$ cat src/rtl/ces_pkg.sv
// Shared types and constants for the cubic edge stepper.
package ces_pkg;

	localparam int COORD_W     = 22;
	localparam int WORD_W      = 32;
	localparam int ROW_W       = 16;
	localparam int MAX_STEP_EXP = 6;
	localparam int SEG_CNT_W   = 7;
	localparam int EXP_W       = 3;
	localparam int QUO_W       = 39;
	localparam int DEN_W       = 23;
	localparam int DIV_CNT_W   = 6;

	localparam logic [WORD_W-1:0] SLOPE_POS_MAX = 32'h7fff_ffff;
	localparam logic [WORD_W-1:0] SLOPE_NEG_MIN = 32'h8000_0000;

	typedef struct packed {
		logic [WORD_W-1:0] d1;
		logic [WORD_W-1:0] d2;
		logic [WORD_W-1:0] d3;
	} diff_t;

	// one prepared curve, handed from front to back
	typedef struct packed {
		logic [WORD_W-1:0] cur_x;
		logic [WORD_W-1:0] cur_y;
		logic [WORD_W-1:0] end_x;
		logic [WORD_W-1:0] end_y;
		diff_t             dx;
		diff_t             dy;
		logic [EXP_W-1:0]  step_exp;
		logic [EXP_W-1:0]  down_shift;
		logic              wind;
	} seg_rec_t;

	typedef enum logic [2:0] {
		FR_IDLE,
		FR_DELTA,
		FR_EXP,
		FR_SETUP,
		FR_PUSH
	} front_state_t;

	typedef enum logic [2:0] {
		BK_IDLE,
		BK_STEP,
		BK_CLASS,
		BK_DIV,
		BK_SAT,
		BK_MUL,
		BK_EMIT
	} back_state_t;

endpackage

$ cat src/rtl/ces_back.sv
// Back part: steps the segments, divides for the slope and drives the result word.
module ces_back (
	input  logic                clk,
	input  logic                arst_n,
	input  ces_pkg::seg_rec_t   rec,
	input  logic                empty,
	output logic                pop,
	output logic                out_valid,
	input  logic                out_stall,
	output logic signed [31:0]  edge_x,
	output logic signed [31:0]  edge_slope,
	output logic signed [15:0]  first_row,
	output logic signed [15:0]  last_row,
	output logic                winding,
	output logic                edge_valid,
	output logic                last_segment
);
	import ces_pkg::*;

	back_state_t state_q, state_d;

	logic signed [WORD_W-1:0] cur_x_q, cur_y_q, end_x_q, end_y_q;
	diff_t                    dx_q, dy_q;
	logic [EXP_W-1:0]         e_q, ds_q;
	logic                     wind_q, last_q;
	logic [SEG_CNT_W-1:0]     seg_left_q, seg_rem;
	logic signed [WORD_W-1:0] sx_q, sy_q, nx_q, ny_q;
	logic signed [WORD_W-1:0] nx, ny;

	logic signed [21:0]       y0, y1, x0, x1;
	logic signed [22:0]       y0p, y1p;
	logic signed [16:0]       top, bot;
	logic signed [22:0]       dxs;
	logic signed [16:0]       top_q, bot_q;
	logic signed [21:0]       x0_q;
	logic [6:0]               dyc_q;
	logic                     seg_ok_q, neg_q;
	logic [QUO_W-1:0]         quo_q;
	logic [DEN_W-1:0]         rem_q, den_q;
	logic [DEN_W:0]           trial;
	logic [DIV_CNT_W-1:0]     cnt_q;
	logic signed [WORD_W-1:0] slope_q;
	logic signed [38:0]       prod_q;
	logic signed [22:0]       xsum;
	logic                     load_out;

	assign seg_rem = seg_left_q - 7'd1;

	always_comb begin
		if (seg_rem != '0) begin
			nx = cur_x_q + (signed'(dx_q.d1) >>> ds_q);
			ny = cur_y_q + (signed'(dy_q.d1) >>> ds_q);
		end else begin
			nx = end_x_q;
			ny = end_y_q;
		end
		// pin a falling y to the previous one
		if (ny < cur_y_q) ny = cur_y_q;
	end

	assign y0  = sy_q[31:10];
	assign y1  = ny_q[31:10];
	assign x0  = sx_q[31:10];
	assign x1  = nx_q[31:10];
	assign y0p = 23'(y0) + 23'sd32;
	assign y1p = 23'(y1) + 23'sd32;
	assign top = 17'(y0p >>> 6);
	assign bot = 17'(y1p >>> 6);
	assign dxs = 23'(x1) - 23'(x0);
	assign trial = {rem_q, quo_q[QUO_W-1]};
	assign xsum  = 23'(x0_q) + 23'(prod_q >>> 16);
	assign load_out = (state_q == BK_EMIT) && (!out_valid || !out_stall);

	always_ff @(posedge clk or negedge arst_n) begin
		if (!arst_n) state_q <= BK_IDLE;
		else         state_q <= state_d;
	end

	always_comb begin
		state_d = state_q;
		pop     = 1'b0;
		unique case (state_q)
			BK_IDLE: begin
				if (!empty) begin
					pop     = 1'b1;
					state_d = BK_STEP;
				end
			end
			BK_STEP:  state_d = BK_CLASS;
			BK_CLASS: state_d = (top != bot && y1 > y0) ? BK_DIV : BK_EMIT;
			BK_DIV:   if (cnt_q == DIV_CNT_W'(QUO_W - 1)) state_d = BK_SAT;
			BK_SAT:   state_d = BK_MUL;
			BK_MUL:   state_d = BK_EMIT;
			BK_EMIT:  if (load_out) state_d = last_q ? BK_IDLE : BK_STEP;
			default:  state_d = BK_IDLE;
		endcase
	end

	always_ff @(posedge clk) begin
		if (pop) begin
			cur_x_q    <= rec.cur_x;
			cur_y_q    <= rec.cur_y;
			end_x_q    <= rec.end_x;
			end_y_q    <= rec.end_y;
			dx_q       <= rec.dx;
			dy_q       <= rec.dy;
			e_q        <= rec.step_exp;
			ds_q       <= rec.down_shift;
			wind_q     <= rec.wind;
			seg_left_q <= SEG_CNT_W'(1) << rec.step_exp;
		end
		if (state_q == BK_STEP) begin
			seg_left_q <= seg_rem;
			last_q     <= (seg_rem == '0);
			sx_q       <= cur_x_q;
			sy_q       <= cur_y_q;
			nx_q       <= nx;
			ny_q       <= ny;
			cur_x_q    <= nx;
			cur_y_q    <= ny;
			if (seg_rem != '0) begin
				dx_q.d1 <= dx_q.d1 + 32'(signed'(dx_q.d2) >>> e_q);
				dx_q.d2 <= dx_q.d2 + dx_q.d3;
				dy_q.d1 <= dy_q.d1 + 32'(signed'(dy_q.d2) >>> e_q);
				dy_q.d2 <= dy_q.d2 + dy_q.d3;
			end
		end
		if (state_q == BK_CLASS) begin
			top_q    <= top;
			bot_q    <= bot;
			x0_q     <= x0;
			dyc_q    <= 7'd64 - {1'b0, y0p[5:0]};
			seg_ok_q <= (top != bot) && (y1 > y0);
			neg_q    <= dxs[22];
			quo_q    <= {(dxs[22] ? 23'(-dxs) : dxs), 16'b0};
			rem_q    <= '0;
			den_q    <= 23'(23'(y1) - 23'(y0));
			cnt_q    <= '0;
		end
		if (state_q == BK_DIV) begin
			cnt_q <= cnt_q + 1'b1;
			if (trial >= {1'b0, den_q}) begin
				rem_q <= DEN_W'(trial - {1'b0, den_q});
				quo_q <= {quo_q[QUO_W-2:0], 1'b1};
			end else begin
				rem_q <= trial[DEN_W-1:0];
				quo_q <= {quo_q[QUO_W-2:0], 1'b0};
			end
		end
		if (state_q == BK_SAT) begin
			if (!neg_q)
				slope_q <= (quo_q > QUO_W'(SLOPE_POS_MAX)) ? SLOPE_POS_MAX : quo_q[31:0];
			else
				slope_q <= (quo_q > QUO_W'(SLOPE_NEG_MIN)) ? SLOPE_NEG_MIN : -quo_q[31:0];
		end
		if (state_q == BK_MUL) begin
			prod_q <= 39'(slope_q) * 39'(signed'({1'b0, dyc_q}));
		end
		if (load_out) begin
			edge_x       <= seg_ok_q ? {xsum[21:0], 10'b0} : '0;
			edge_slope   <= seg_ok_q ? slope_q : '0;
			first_row    <= seg_ok_q ? top_q[15:0] : '0;
			last_row     <= seg_ok_q ? 16'(bot_q - 17'sd1) : '0;
			winding      <= wind_q;
			edge_valid   <= seg_ok_q;
			last_segment <= last_q;
		end
	end

	always_ff @(posedge clk or negedge arst_n) begin
		if (!arst_n)       out_valid <= 1'b0;
		else if (load_out) out_valid <= 1'b1;
		else if (!out_stall) out_valid <= 1'b0;
	end

	a_div_count: assert property (@(posedge clk) disable iff (!arst_n)
		state_q == BK_DIV |-> cnt_q < DIV_CNT_W'(QUO_W))
		else $error("divider ran past its last bit");

	a_step_nonzero: assert property (@(posedge clk) disable iff (!arst_n)
		state_q == BK_STEP |-> seg_left_q != '0)
		else $error("segment step with no segment left");

	a_last_idle: assert property (@(posedge clk) disable iff (!arst_n)
		(load_out && last_q) |=> state_q == BK_IDLE)
		else $error("back part did not finish after last segment");

endmodule

$ cat config.mk
export PLATFORM = sky130hd
export DESIGN_NAME = ces_back
export DESIGN_NICKNAME = d
export VERILOG_FILES = /design/src/rtl/ces_pkg.sv /design/src/rtl/ces_back.sv
export SDC_FILE = /design/constraint.sdc
export NUM_CORES = 2
export LEC_CHECK = 0
export BUFFER_PORTS_ARGS = -buffer_cell sky130_fd_sc_hd__buf_2
export CELL_PAD_IN_SITES_DETAIL_PLACEMENT = 1
export CELL_PAD_IN_SITES_GLOBAL_PLACEMENT = 1
export CORE_ASPECT_RATIO = 0.75
export CORE_UTILIZATION = 44
export CTS_CLUSTER_SIZE = 20
export DETAILED_ROUTE_END_ITERATION = 8
export PLACE_DENSITY = 0.89
export SLEW_MARGIN = 20
export SYNTH_ARGS = -nofsm -noshare
export SYNTH_HDL_FRONTEND = slang
export SYNTH_SLANG_ARGS = --single-unit
$ cat constraint.sdc
create_clock -name clk -period 7.2 [get_ports clk]
set_input_delay 1.08 -clock clk [delete_from_list [all_inputs] [get_ports clk]]
set_output_delay 1.08 -clock clk [all_outputs]
set_load 0.1 [all_outputs]
==> flow_metrics.py <==
metrics = {
    "floorplan": {
        "die_w_um": 406.9,
        "initial_utilization_pct": 44.32,
        "num_rows": 111,
        "die_h_um": 305.7,
        "die-area_um2": 124400,
        "ioPinCount": 432,
        "core-area_um2": 122100,
    },
    "clock_network": {
        "clock-root-buffer": "clkbuf_16",
        "hold_buffers": 0,
        "numCtsBuffers": 84,
        "clock_path_buffers": 3,
        "clk_pin_slew_ns": 0.06,
        "cts_sinks": 724,
        "clock_latency_ns": 0.71,
        "cts_tree": "built",
        "htree_levels": 3,
        "post_cts_buffers": 0,
    },
    "detailed_routing": {
        "postRouteWirelength_mm": 182.4,
        "routedWlPerCell_um": 23.75,
        "dr.pass1.iters": 7,
        "drcViolationCount": 0,
        "drt_iter0_markers": 3617,
        "drt.antenna.violating_nets": 0,
        "num_vias": 45460,
        "via_per_inst": 5.919,
    },
    "setup_path": {
        "cp_top_family": "compound AO/OA/AOI/OAI gates",
        "critical_path.max_fanout": 40,
        "path_common_cell": "o21ai_0",
        "required_ns": 7.62,
        "path_class": "reg2reg",
        "cp-end-kind": "register",
        "critPathArrivalTime_ns": 7.17,
        "cp_num_buf_inv": 3,
        "cpMaxStageDelayCell": "o31ai_2",
        "start_kind": "register",
        "cp_slowest_stage_delay_ns": 0.43,
    },
    "layout": {
        "fin_nets": 6833,
        "seqCellArea_um2": 20440,
        "final_cells": 7681,
        "multi_input_area_um2": 31340,
        "fillers": 13860,
        "layout-drive-gt1-share_pct": 14.32,
        "area_growth_pct": 12.43,
    },
    "global_routing": {
        "grt_start_max_net_pins": 121,
        "antenna_found_initial": 42,
        "grt_usage_pct": 28.94,
        "grt_overflow": 0,
        "grt_pass1_vias": 47640,
        "grt_first_pass_wirelength_mm": 279.7,
    },
    "yosys": {
        "ys_async_sr_fraction_pct": 0.5525,
        "synth.area.top_cells": "edfxtp_1, ha_1, fa_1",
        "synth.cells.most_frequent": "nand2_1, edfxtp_1, nor2_1, inv_1, ha_1",
        "synth_flop_cell": "edfxtp_1",
        "synth_top_area_cell": "edfxtp_1",
        "yosysMostFrequentCell": "nand2_1",
        "netlist_area_um2": 54110,
        "synth_area_per_cell_um2": 9.662,
        "synth_cell_types": 91,
        "ys_warn_count": 0,
        "ys_seq_area_share_pct": 37.78,
        "synth_edf_count": 592,
        "synth_top_cell_area_share_pct": 32.85,
        "ys_ff_latch": 724,
        "synthCells": 5600,
    },
    "sta": {
        "final.period_utilization_pct": 93.71,
        "rsz0062_at_grt": "false",
        "slew_violations": 0,
        "hold_violations": 0,
        "setup_tns_ns": 0,
        "min_period_ns": 6.747,
        "fin_ws_ns": 0.4527,
        "tightest_slew_ns": 1.252,
        "maxSlewHeadroom_pct": 15.89,
        "fmaxAchievable_mhz": 148.2,
        "skew_ns": 0.04563,
        "setup_viol": 0,
    },
    "hold_path": {
        "min_path_type": "in2async",
    },
    "placed_design": {
        "dp_hpwl_mm": 139.1,
        "place_congestion": 0.9590,
        "numPlacedInstances": 7493,
        "io_buffers": 421,
        "pre_cts_ws_ns": 0.4862,
    },
    "status": {
        "status": "finished, final reports clean",
    },
    "job": {
        "drv_cap": 0,
    },
}
==> cell families (layout without fill, tap and decap cells) <==
family | after synthesis | count (layout) | share of synthesized area [%]
flops | 724 | 724 | 37.78
fa+ha+maj | 560 | 560 | 15.31
other cells | 1 | 42 | 0.006931
xor+xnor | 331 | 331 | 5.358
buf+inv | 645 | 1047 | 4.553
compound gates | 1221 | 1221 | 14.45
mux | 274 | 274 | 6.422
simple gates | 1844 | 1844 | 16.13
==> worst register-to-register path, cell delays in order, from the launching register on <==
cell and delay, ns:
edfxtp_1 0.40, buf_12 0.23, mux2_2 0.39, mux2i_1 0.25
a21oi_1 0.13, ha_1 0.37, o21ai_0 0.16, o21ai_0 0.33
nand3_1 0.22, o31ai_2 0.43, a211oi_1 0.13, buf_4 0.17
o21ai_0 0.23, a21o_1 0.15, a21o_1 0.12, xor2_1 0.38
xnor2_1 0.18, a21oi_1 0.09, ha_1 0.35, nand4_1 0.14
nor4_1 0.26, o21ai_0 0.12, nor2_1 0.09, o21ai_0 0.13
nand2_2 0.12, buf_12 0.23, mux2_2 0.41, mux2_2 0.28
==> cell type report <==
class	count	area share, %
repair buffers	477	4.330
clock inverters	43	0.6849
flip-flops and latches	724	33.60
multi-input cells	4240	51.52
clock buffers	112	3.780
well taps	1638	3.369
diodes	32	0.1316
inverters	415	2.583
==> state kept, by name, summed over array words and instances (netlist names), 32 cells and up, named ones only <==
name	flops
quo_q	39
edge_slope	32
dx_q	96
cur_x_q	32
slope_q	32
dy_q	96
end_x_q	32
end_y_q	32
==> layout by cell type, fill, tap and decap left out, types with 113 or more instances in the layout <==
cell / n
xnor2_1: 202
a31oi_1: 126
dfxtp_1: 128
nor3_1: 113
a21oi_1: 295
buf_2: 421
inv_1: 408
and2_1: 253
nand2_1: 635
o21ai_0: 287
fa_1: 170
a21o_1: 138
edfxtp_1: 592
mux2_2: 145
nor2_1: 427
xor2_1: 129
ha_1: 390
==> stage by stage <==
step                      utilization (%)  instance area, µm²  hold WS [ns]
after global placement              47.49               57970        0.4228
after CTS                           49.74               60720        0.1600
after detailed placement            47.51               58000        0.4229
after floorplan                         -               54150        0.4003
final                               49.83               60830        0.1993
after global routing                49.82               60820        0.1675
==> final timing paths <==
| kind | slack (ns) | end | cells after the start | startpoint |
|---|---|---|---|---|
| worst max register to register | 0.45 | cur_y_q[26]$_DFFE_PP_ | 27 | ds_q[1]$_DFFE_PP_ |
| worst max-delay path | 0.45 | cur_y_q[26]$_DFFE_PP_ | 27 | ds_q[1]$_DFFE_PP_ |
| min in group clk | 0.44 | winding$_DFFE_PP_ | 0 | wind_q$_DFFE_PP_ |
| max in group asynchronous | 6.84 | state_q[0]$_DFFE_PN0P_ | 1 | arst_n |
| worst min register to register | 0.44 | winding$_DFFE_PP_ | 0 | wind_q$_DFFE_PP_ |
| worst min-delay path | 0.20 | out_valid$_DFFE_PN0P_ | 1 | arst_n |
==> repair_timing <==
item,in CTS,in global routing
hold endpoints to repair,0,0
resized for setup,0,2
setup endpoints to repair,0,29
==> layer usage <==
| metal | vias up | share of wire (%) | track usage [%] |
|---|---|---|---|
| li1 | 20690 | - | - |
| met1 | 22710 | 43 | 39.34 |
| met2 | 1687 | 46 | 46.03 |
| met3 | 360 | 6.9 | 4.447 |
| met4 | 12 | 3.8 | 11.62 |
| met5 | - | 0.038 | 0 |
Power is left out: the tool's default activity adds up to more than one toggle a clock period on the data nets, which glitch-free logic cannot reach.
