[src/rtl/ces_pkg.sv]
// Shared types and constants for the cubic edge stepper.
package ces_pkg;

	localparam int COORD_W     = 22;
	localparam int WORD_W      = 32;
	localparam int ROW_W       = 16;
	localparam int MAX_STEP_EXP = 6;
	localparam int SEG_CNT_W   = 7;
	localparam int EXP_W       = 3;
	localparam int QUO_W       = 39;
	localparam int DEN_W       = 23;
	localparam int DIV_CNT_W   = 6;

	localparam logic [WORD_W-1:0] SLOPE_POS_MAX = 32'h7fff_ffff;
	localparam logic [WORD_W-1:0] SLOPE_NEG_MIN = 32'h8000_0000;

	typedef struct packed {
		logic [WORD_W-1:0] d1;
		logic [WORD_W-1:0] d2;
		logic [WORD_W-1:0] d3;
	} diff_t;

	// one prepared curve, handed from front to back
	typedef struct packed {
		logic [WORD_W-1:0] cur_x;
		logic [WORD_W-1:0] cur_y;
		logic [WORD_W-1:0] end_x;
		logic [WORD_W-1:0] end_y;
		diff_t             dx;
		diff_t             dy;
		logic [EXP_W-1:0]  step_exp;
		logic [EXP_W-1:0]  down_shift;
		logic              wind;
	} seg_rec_t;

	typedef enum logic [2:0] {
		FR_IDLE,
		FR_DELTA,
		FR_EXP,
		FR_SETUP,
		FR_PUSH
	} front_state_t;

	typedef enum logic [2:0] {
		BK_IDLE,
		BK_STEP,
		BK_CLASS,
		BK_DIV,
		BK_SAT,
		BK_MUL,
		BK_EMIT
	} back_state_t;

endpackage

[src/rtl/ces_fifo.sv]
// Two-entry queue of prepared curves between front and back.
module ces_fifo (
	input  logic              clk,
	input  logic              arst_n,
	input  logic              push,
	input  ces_pkg::seg_rec_t wr_rec,
	output logic              full,
	input  logic              pop,
	output ces_pkg::seg_rec_t rd_rec,
	output logic              empty
);
	import ces_pkg::*;

	seg_rec_t   mem_q [2];
	logic       wr_ptr_q, rd_ptr_q;
	logic [1:0] count_q;

	assign full   = (count_q == 2'd2);
	assign empty  = (count_q == 2'd0);
	assign rd_rec = mem_q[rd_ptr_q];

	always_ff @(posedge clk or negedge arst_n) begin
		if (!arst_n) begin
			wr_ptr_q <= 1'b0;
			rd_ptr_q <= 1'b0;
			count_q  <= 2'd0;
		end else begin
			if (push) wr_ptr_q <= ~wr_ptr_q;
			if (pop)  rd_ptr_q <= ~rd_ptr_q;
			count_q <= count_q + 2'(push) - 2'(pop);
		end
	end

	always_ff @(posedge clk) begin
		if (push) mem_q[wr_ptr_q] <= wr_rec;
	end

endmodule

[config.mk]
export PLATFORM = sky130hd
export DESIGN_NAME = ces_fifo
export DESIGN_NICKNAME = d
export VERILOG_FILES = /design/src/rtl/ces_pkg.sv /design/src/rtl/ces_fifo.sv
export SDC_FILE = /design/constraint.sdc
export NUM_CORES = 1
export LEC_CHECK = 0
export ABC_CLOCK_PERIOD_IN_PS = 14500
export BUFFER_PORTS_ARGS = -buffer_cell sky130_fd_sc_hd__buf_2
export CAP_MARGIN = 10
export CORE_UTILIZATION = 35
export DETAILED_ROUTE_END_ITERATION = 10
export HOLD_SLACK_MARGIN = 0.08
export PLACE_DENSITY = 0.69
export SYNTH_ARGS = -nofsm -noshare
export SYNTH_HDL_FRONTEND = slang
export SYNTH_SLANG_ARGS = --single-unit
[constraint.sdc]
create_clock -name clk -period 14.5 [get_ports clk]
set_clock_uncertainty 0.05 [all_clocks]
set_input_delay 0.725 -clock clk [delete_from_list [all_inputs] [get_ports clk]]
set_output_delay 0.725 -clock clk [all_outputs]
set_load 0.05 [all_outputs]
==> flow_metrics.env, run 1 <==
export IMPL_max_clock_path_buffers=3
export IMPL_synthAdderAreaFrac=0.00105
export IMPL_wl_um=53200
export IMPL_synth_most_common_cell="edfxtp_1"
export IMPL_initial_core_util=0.355
export IMPL_synth_cells=1032
export IMPL_arrival_ps=4030
export IMPL_hold_path_class="in -> reg"
export IMPL_layout_min_cycle_time_ps=4810
export IMPL_place_gp_congestion=0.824
export IMPL_synth_xor_area_frac=0.00172
export IMPL_finalSetupTns_ps=0
export IMPL_cellLeakagePower_nw=11.2
export IMPL_antenna_found_initial=17
export IMPL_fp_dieW_um=264
export IMPL_ant_nets=0
export IMPL_post_cts_resized=0
export IMPL_cts_buffers=68
export IMPL_core_area_mm2=0.0674
export IMPL_drt_iter0_drc=799
export IMPL_rsz0062_at_grt="no"
export IMPL_die_h_um=264
export IMPL_status="completed"
export IMPL_ys_seq_area_frac=0.825
export IMPL_hpwl_um=36900
export IMPL_std_cell_rows=95
export IMPL_drive_gt1_frac=0.609
export IMPL_fin_crit_sh=0.332
export IMPL_ys_types=13
export IMPL_drc=0
export IMPL_ir_worst_vdd_uv=173
export IMPL_timing_fmax_ghz=0.208
export IMPL_synth_compound_area_frac=0
export IMPL_synth_edff_count=654
export IMPL_fp_dieArea_mm2=0.0694
export IMPL_synth_top_family_by_area="multiplexers"
export IMPL_total_power_mw=7.06
export IMPL_power_density_mw_per_mm2=234
export IMPL_wire_per_inst_um=19.9
export IMPL_synth_flop_cell="edfxtp_1"
export IMPL_ios=660
export IMPL_synth_common_cells="edfxtp_1 (654), mux2_2 (327), buf_6 (33), dfrtp_1 (4)"
export IMPL_grt_pass1_wl_um=77900
export IMPL_grt_ovfl_total=0
export IMPL_grt_util_all_layers=0.149
export IMPL_cts_tree="built"
export IMPL_drv_slew=0
export IMPL_drtPass1Iterations=6
export IMPL_first_global_vias=13100
export IMPL_cap_violations=0
export IMPL_busiest_layer="met2"
export IMPL_grt_met2_usage=0.265
export IMPL_vias=12300
export IMPL_syn_area_per_cell_um2=23.2
export IMPL_synth_largest_area_cell="edfxtp_1"
export IMPL_crit_path_start_kind="flop"
export IMPL_post_cts_buffers=0
export IMPL_grtUsageMet1=0.156
export IMPL_clk_latency_ps=580
export IMPL_syn_num_nets=1365
export IMPL_relSlewSlack=0.273
export IMPL_cp_required_ps=13730
export IMPL_nNetsFinal=2072
export IMPL_use_met3=0.0547
export IMPL_cts_root_buf="clkbuf_16"
export IMPL_ys_warn_count=0
export IMPL_port_buffers=659
export IMPL_synthMuxAreaShare=0.154
export IMPL_finalSetupViolations=0
export IMPL_syn_area_mm2=0.0239
export IMPL_tightest_slew_ps=1090
export IMPL_clock_sinks=658
export IMPL_synthArstFlopShare=0.00608
export IMPL_ys_ff_latch=658
export IMPL_final_hold_viol_count=0
export IMPL_yosys_top_cells_area="edfxtp_1 (82%), mux2_2 (15%), buf_6 (1.6%), dfrtp_1 (0.42%), buf_12 (0.17%)"
export IMPL_syn_to_final_growth_pct=25.8
export IMPL_htreeDepth=3
export IMPL_worst_setup_path_type="reg -> out"
export IMPL_grt_max_degree=76
export IMPL_end_kind="primary output"
export IMPL_via_per_inst=4.60
export IMPL_synth_top_area_frac=0.820
export IMPL_worstPathMaxFanout=75
export IMPL_yosys_area_share_simple=0.000941
export IMPL_path_clk_slew_ps=60
==> timing repair <==
action | in CTS | in global routing
endpoints found under the hold margin | 4 | 0
endpoints found under the setup margin | 0 | 0
hold buffers | 1 | 0
==> power breakdown <==
group	switching, mW	leakage, nW	internal, mW	total, mW
clock network	0.687	1.01	0.936	1.62
registers	0.109	6.18	2.53	2.64
logic	2.08	4.01	0.725	2.80
==> worst max-delay path, stage by stage, from the launching register on <==
cell and delay, ps:
dfrtp_4 920, buf_4 840, buf_4 810, mux2_2 430, buf_2 210
==> registers in the layout (all words and copies together), names as in the netlist <==
signal / cells
wr_ptr_q: 1
count_q: 2
mem_q: 654
rd_ptr_q: 1
==> routing by layer <==
metal	part of all wire	routed length, µm	up-vias
li1	-	-	5561
met1	0.36	19000	6081
met2	0.52	27800	510
met3	0.086	4590	120
met4	0.034	1790	10
met5	0.0013	67	-
==> metrics by stage <==
step | util | setup slack (ps) | hold slack (ps) | cell area [µm²] | cells
finish | 0.447 | 9690 | 263 | 30100 | 2671
CTS | 0.447 | 9650 | 210 | 30100 | 2661
detailed placement | 0.416 | 10310 | 498 | 28000 | 2541
floorplan | - | 4780 | 379 | 23900 | 1032
global route | 0.447 | 9460 | 229 | 30100 | 2671
global placement | 0.416 | 10370 | 478 | 28000 | 2541
==> final timing paths <==
| kind | from | end | slack, ps | cells past startpoint |
|---|---|---|---|---|
| worst max-delay path | rd_ptr_q | rd_rec[312] | 9690 | 4 |
| worst min-delay path | wr_rec[24] | mem_q[1][24] | 260 | 1 |
| worst max register to register | wr_ptr_q | mem_q[1][233] | 10860 | 3 |
| worst min register to register | wr_ptr_q | wr_ptr_q | 520 | 1 |
| max in group asynchronous | arst_n | rd_ptr_q | 13780 | 2 |
| min in group asynchronous | arst_n | count_q[0] | 440 | 2 |
==> cell type report <==
type | count | area, µm²
Clock buffer | 93 | 1860
Tap cell | 873 | 1090
Sequential cell | 658 | 19700
Fill cell | 5797 | 37300
Timing Repair Buffer | 673 | 3410
Inverter | 2 | 7.51
Multi-Input combinational cell | 336 | 3780
Antenna cell | 10 | 25.0
Clock inverter | 26 | 210
==> layout by cell type, fill, tap and decap left out, drive strengths merged <==
| cell | count |
|---|---|
| edfxtp | 654 |
| clkbuf | 93 |
| dlygate4sd3 | 1 |
| nor2b | 2 |
| ha | 2 |
| dfrtp | 4 |
| and2 | 1 |
| clkinv | 22 |
| inv | 4 |
| xor3 | 1 |
| buf | 672 |
| mux2 | 327 |
| xor2 | 2 |
| diode | 10 |
| bufinv | 2 |
| nor2 | 1 |
==> cells by family after synthesis <==
logic type                 after synthesis
DFF                                    658
adders and majority gates                2
and+or+nand+nor                          4
xor gates and xnor gates                 3
muxes                                  327
buffers and inverters                   38
Power figures use the tool's default switching activity.
==> run 2, diff against run 1 <==
--- a/config.mk
+++ b/config.mk
@@ -5,7 +5,8 @@
 export SDC_FILE = /design/constraint.sdc
 export NUM_CORES = 1
 export LEC_CHECK = 0
-export ABC_CLOCK_PERIOD_IN_PS = 14500
+export ABC_AREA = 1
+export ABC_CLOCK_PERIOD_IN_PS = 4200
 export BUFFER_PORTS_ARGS = -buffer_cell sky130_fd_sc_hd__buf_2
 export CAP_MARGIN = 10
 export CORE_UTILIZATION = 35
==> constraint.sdc (replaced) <==
create_clock -name clk -period 4.2 [get_ports clk]
set_clock_uncertainty 0.05 [all_clocks]
set_input_delay 0.21 -clock clk [delete_from_list [all_inputs] [get_ports clk]]
set_output_delay 0.21 -clock clk [all_outputs]
set_load 0.05 [all_outputs]
==> flow_metrics.env, run 2 <==
export IMPL_tightest_slew_ps=1140
export IMPL_cp_required_ps=3940
export IMPL_path_common_cell="buf_4"
export IMPL_path_clk_slew_ps=60
export IMPL_wire_per_inst_um=15.9
export IMPL_end_kind="primary output"
export IMPL_ys_types=13
export IMPL_utilization=0.497
export IMPL_nNetsFinal=3074
export IMPL_wl_um=59500
export IMPL_drtPass1Iterations=7
export IMPL_synth_cells=1733
export IMPL_crit_path_start_kind="flop"
export IMPL_htreeDepth=3
export IMPL_setup_slack_ps=1020
export IMPL_crit_family="buffers and inverters"
export IMPL_final_hold_viol_count=0
export IMPL_ys_warn_count=0
export IMPL_via_per_inst=4.39
export IMPL_hold_path_class="in -> reg"
export IMPL_grt_util_all_layers=0.161
export IMPL_place_area_mm2=0.0287
export IMPL_arrival_ps=2920
export IMPL_status="completed"
export IMPL_syn_num_nets=2066
export IMPL_vias=16400
export IMPL_port_buffers=659
export IMPL_clock_sinks=658
export IMPL_place_ws_ps=1620
export IMPL_fp_dieW_um=267
export IMPL_post_cts_buffers=0
export IMPL_path_buf_inv=3
export IMPL_max_clock_path_buffers=3
export IMPL_top_register="mem_q"
export IMPL_worst_hold_slack_ps=284
export IMPL_cellLeakagePower_nw=14.4
export IMPL_path_cells="buf_4, buf_4, nand2_1, o21ai_0, buf_2"
export IMPL_hold_buffers=331
export IMPL_largest_register_ffs=654
export IMPL_total_power_mw=26.5
export IMPL_ant_nets=0
export IMPL_core_area_mm2=0.0691
export IMPL_drt_iter0_drc=868
export IMPL_drive_gt1_frac=0.279
export IMPL_cap_violations=0
export IMPL_drc=0
export IMPL_ys_ff_latch=658
export IMPL_timing_fmax_ghz=0.315
export IMPL_synth_largest_area_cell="edfxtp_1"
export IMPL_antenna_found_initial=9
export IMPL_relSlewSlack=0.243
export IMPL_fp_dieArea_mm2=0.0713
export IMPL_cts_root_buf="clkbuf_16"
export IMPL_synth_edff_count=654
export IMPL_synth_top_area_frac=0.799
export IMPL_post_cts_resized=0
export IMPL_reg_largest_list="mem_q (654), count_q (2)"
export IMPL_syn_area_mm2=0.0246
export IMPL_std_cell_rows=96
export IMPL_syn_to_final_growth_pct=39.6
export IMPL_cts_tree="built"
export IMPL_final_cell_mix="buf_2 (659), edfxtp_1 (654), inv_1 (333)"
export IMPL_first_global_vias=16500
export IMPL_grt_ovfl_total=0
export IMPL_hpwl_um=38000
export IMPL_fin_crit_sh=0.756
export IMPL_worst_setup_path_type="reg -> out"
export IMPL_critPathSlowestCell="dfrtp_4"
export IMPL_clk_latency_ps=590
export IMPL_layout_min_cycle_time_ps=3180
export IMPL_ios=660
export IMPL_syn_area_per_cell_um2=14.2
export IMPL_finalSetupViolations=0
export IMPL_die_h_um=267
export IMPL_initial_core_util=0.356
export IMPL_layout_commonest_cell="buf_2"
export IMPL_drv_slew=0
export IMPL_power_density_mw_per_mm2=773
export IMPL_ys_seq_area_frac=0.803
export IMPL_synth_common_cells="edfxtp_1 (654), inv_1 (334), nand2_1 (333), o21ai_0 (205), o21ai_1 (122)"
export IMPL_yosys_top_cells_area="edfxtp_1 (80%), inv_1 (5.1%), nand2_1 (5.1%), o21ai_0 (4.2%), o21ai_1 (2.5%)"
export IMPL_worstPathMaxFanout=78
export IMPL_slowest_delay_ps=960
export IMPL_cts_buffers=70
export IMPL_rsz0062_at_grt="no"
export IMPL_final_area_mm2=0.0343
export IMPL_synth_flop_cell="edfxtp_1"
export IMPL_grt_pass1_wl_um=87600
export IMPL_fillers=5664
export IMPL_synthArstFlopShare=0.00608
export IMPL_synth_most_common_cell="edfxtp_1"
export IMPL_grt_max_degree=125
export IMPL_ir_worst_vdd_uv=614
export IMPL_place_gp_congestion=0.783
==> run 2: worst paths after layout <==
check	start	endpoint	slack, ps	depth (start not counted)
min in group asynchronous	arst_n	count_q[0]	500	3
worst min register to register	wr_ptr_q	wr_ptr_q	510	1
worst min-delay path	wr_rec[302]	mem_q[0][302]	280	2
worst max register to register	wr_ptr_q	mem_q[1][71]	1720	3
max in group asynchronous	arst_n	rd_ptr_q	3400	3
worst max-delay path	rd_ptr_q	rd_rec[206]	1020	5
==> run 2: through the flow <==
step | cells | setup TNS, ps
final | 3735 | 0
after global routing | 3731 | 0
after CTS | 3726 | 0
after detailed placement | 3269 | 0
after global placement | 3269 | 0
after floorplan | 1733 | -1044260
==> run 2: per-layer routing <==
layer | vias up | routed length (µm) | share of wire | track usage
met5 | - | 46 | 0.00077 | 0
met2 | 651 | 30800 | 0.52 | 0.290
li1 | 7909 | - | - | -
met4 | 6 | 2480 | 0.042 | 0.0853
met1 | 7655 | 20800 | 0.35 | 0.163
met3 | 162 | 5340 | 0.090 | 0.0545
==> run 2: cell type report <==
cell class	count	area, µm²	share of cell area
Tap cell	931	1160	0.0340
Clock inverter	37	423	0.0123
Multi-Input combinational cell	668	2960	0.0862
Inverter	334	1260	0.0367
Timing Repair Buffer	1009	6870	0.200
Sequential cell	658	19700	0.576
Antenna cell	9	22.5	0.000657
Clock buffer	89	1870	0.0544
==> run 2: logic make-up (layout without fill, tap and decap cells) <==
logic type,count (synthesis),count (layout),synth area share
flops,658,658,0.803
buf+inv,407,1469,0.0769
simple gates,337,337,0.0515
compound gates,327,327,0.0666
fa+ha+maj,2,2,0.00102
xor+xnor,2,2,0.000713
other cells,0,9,0
==> run 2: where the power goes <==
group | switching, mW | leakage [nW] | internal [mW] | total (mW)
clock network | 2.51 | 1.09 | 3.56 | 6.07
registers | 0.396 | 6.18 | 8.72 | 9.11
logic | 9.12 | 7.15 | 2.21 | 11.3
total | 12.0 | 14.4 | 14.5 | 26.5
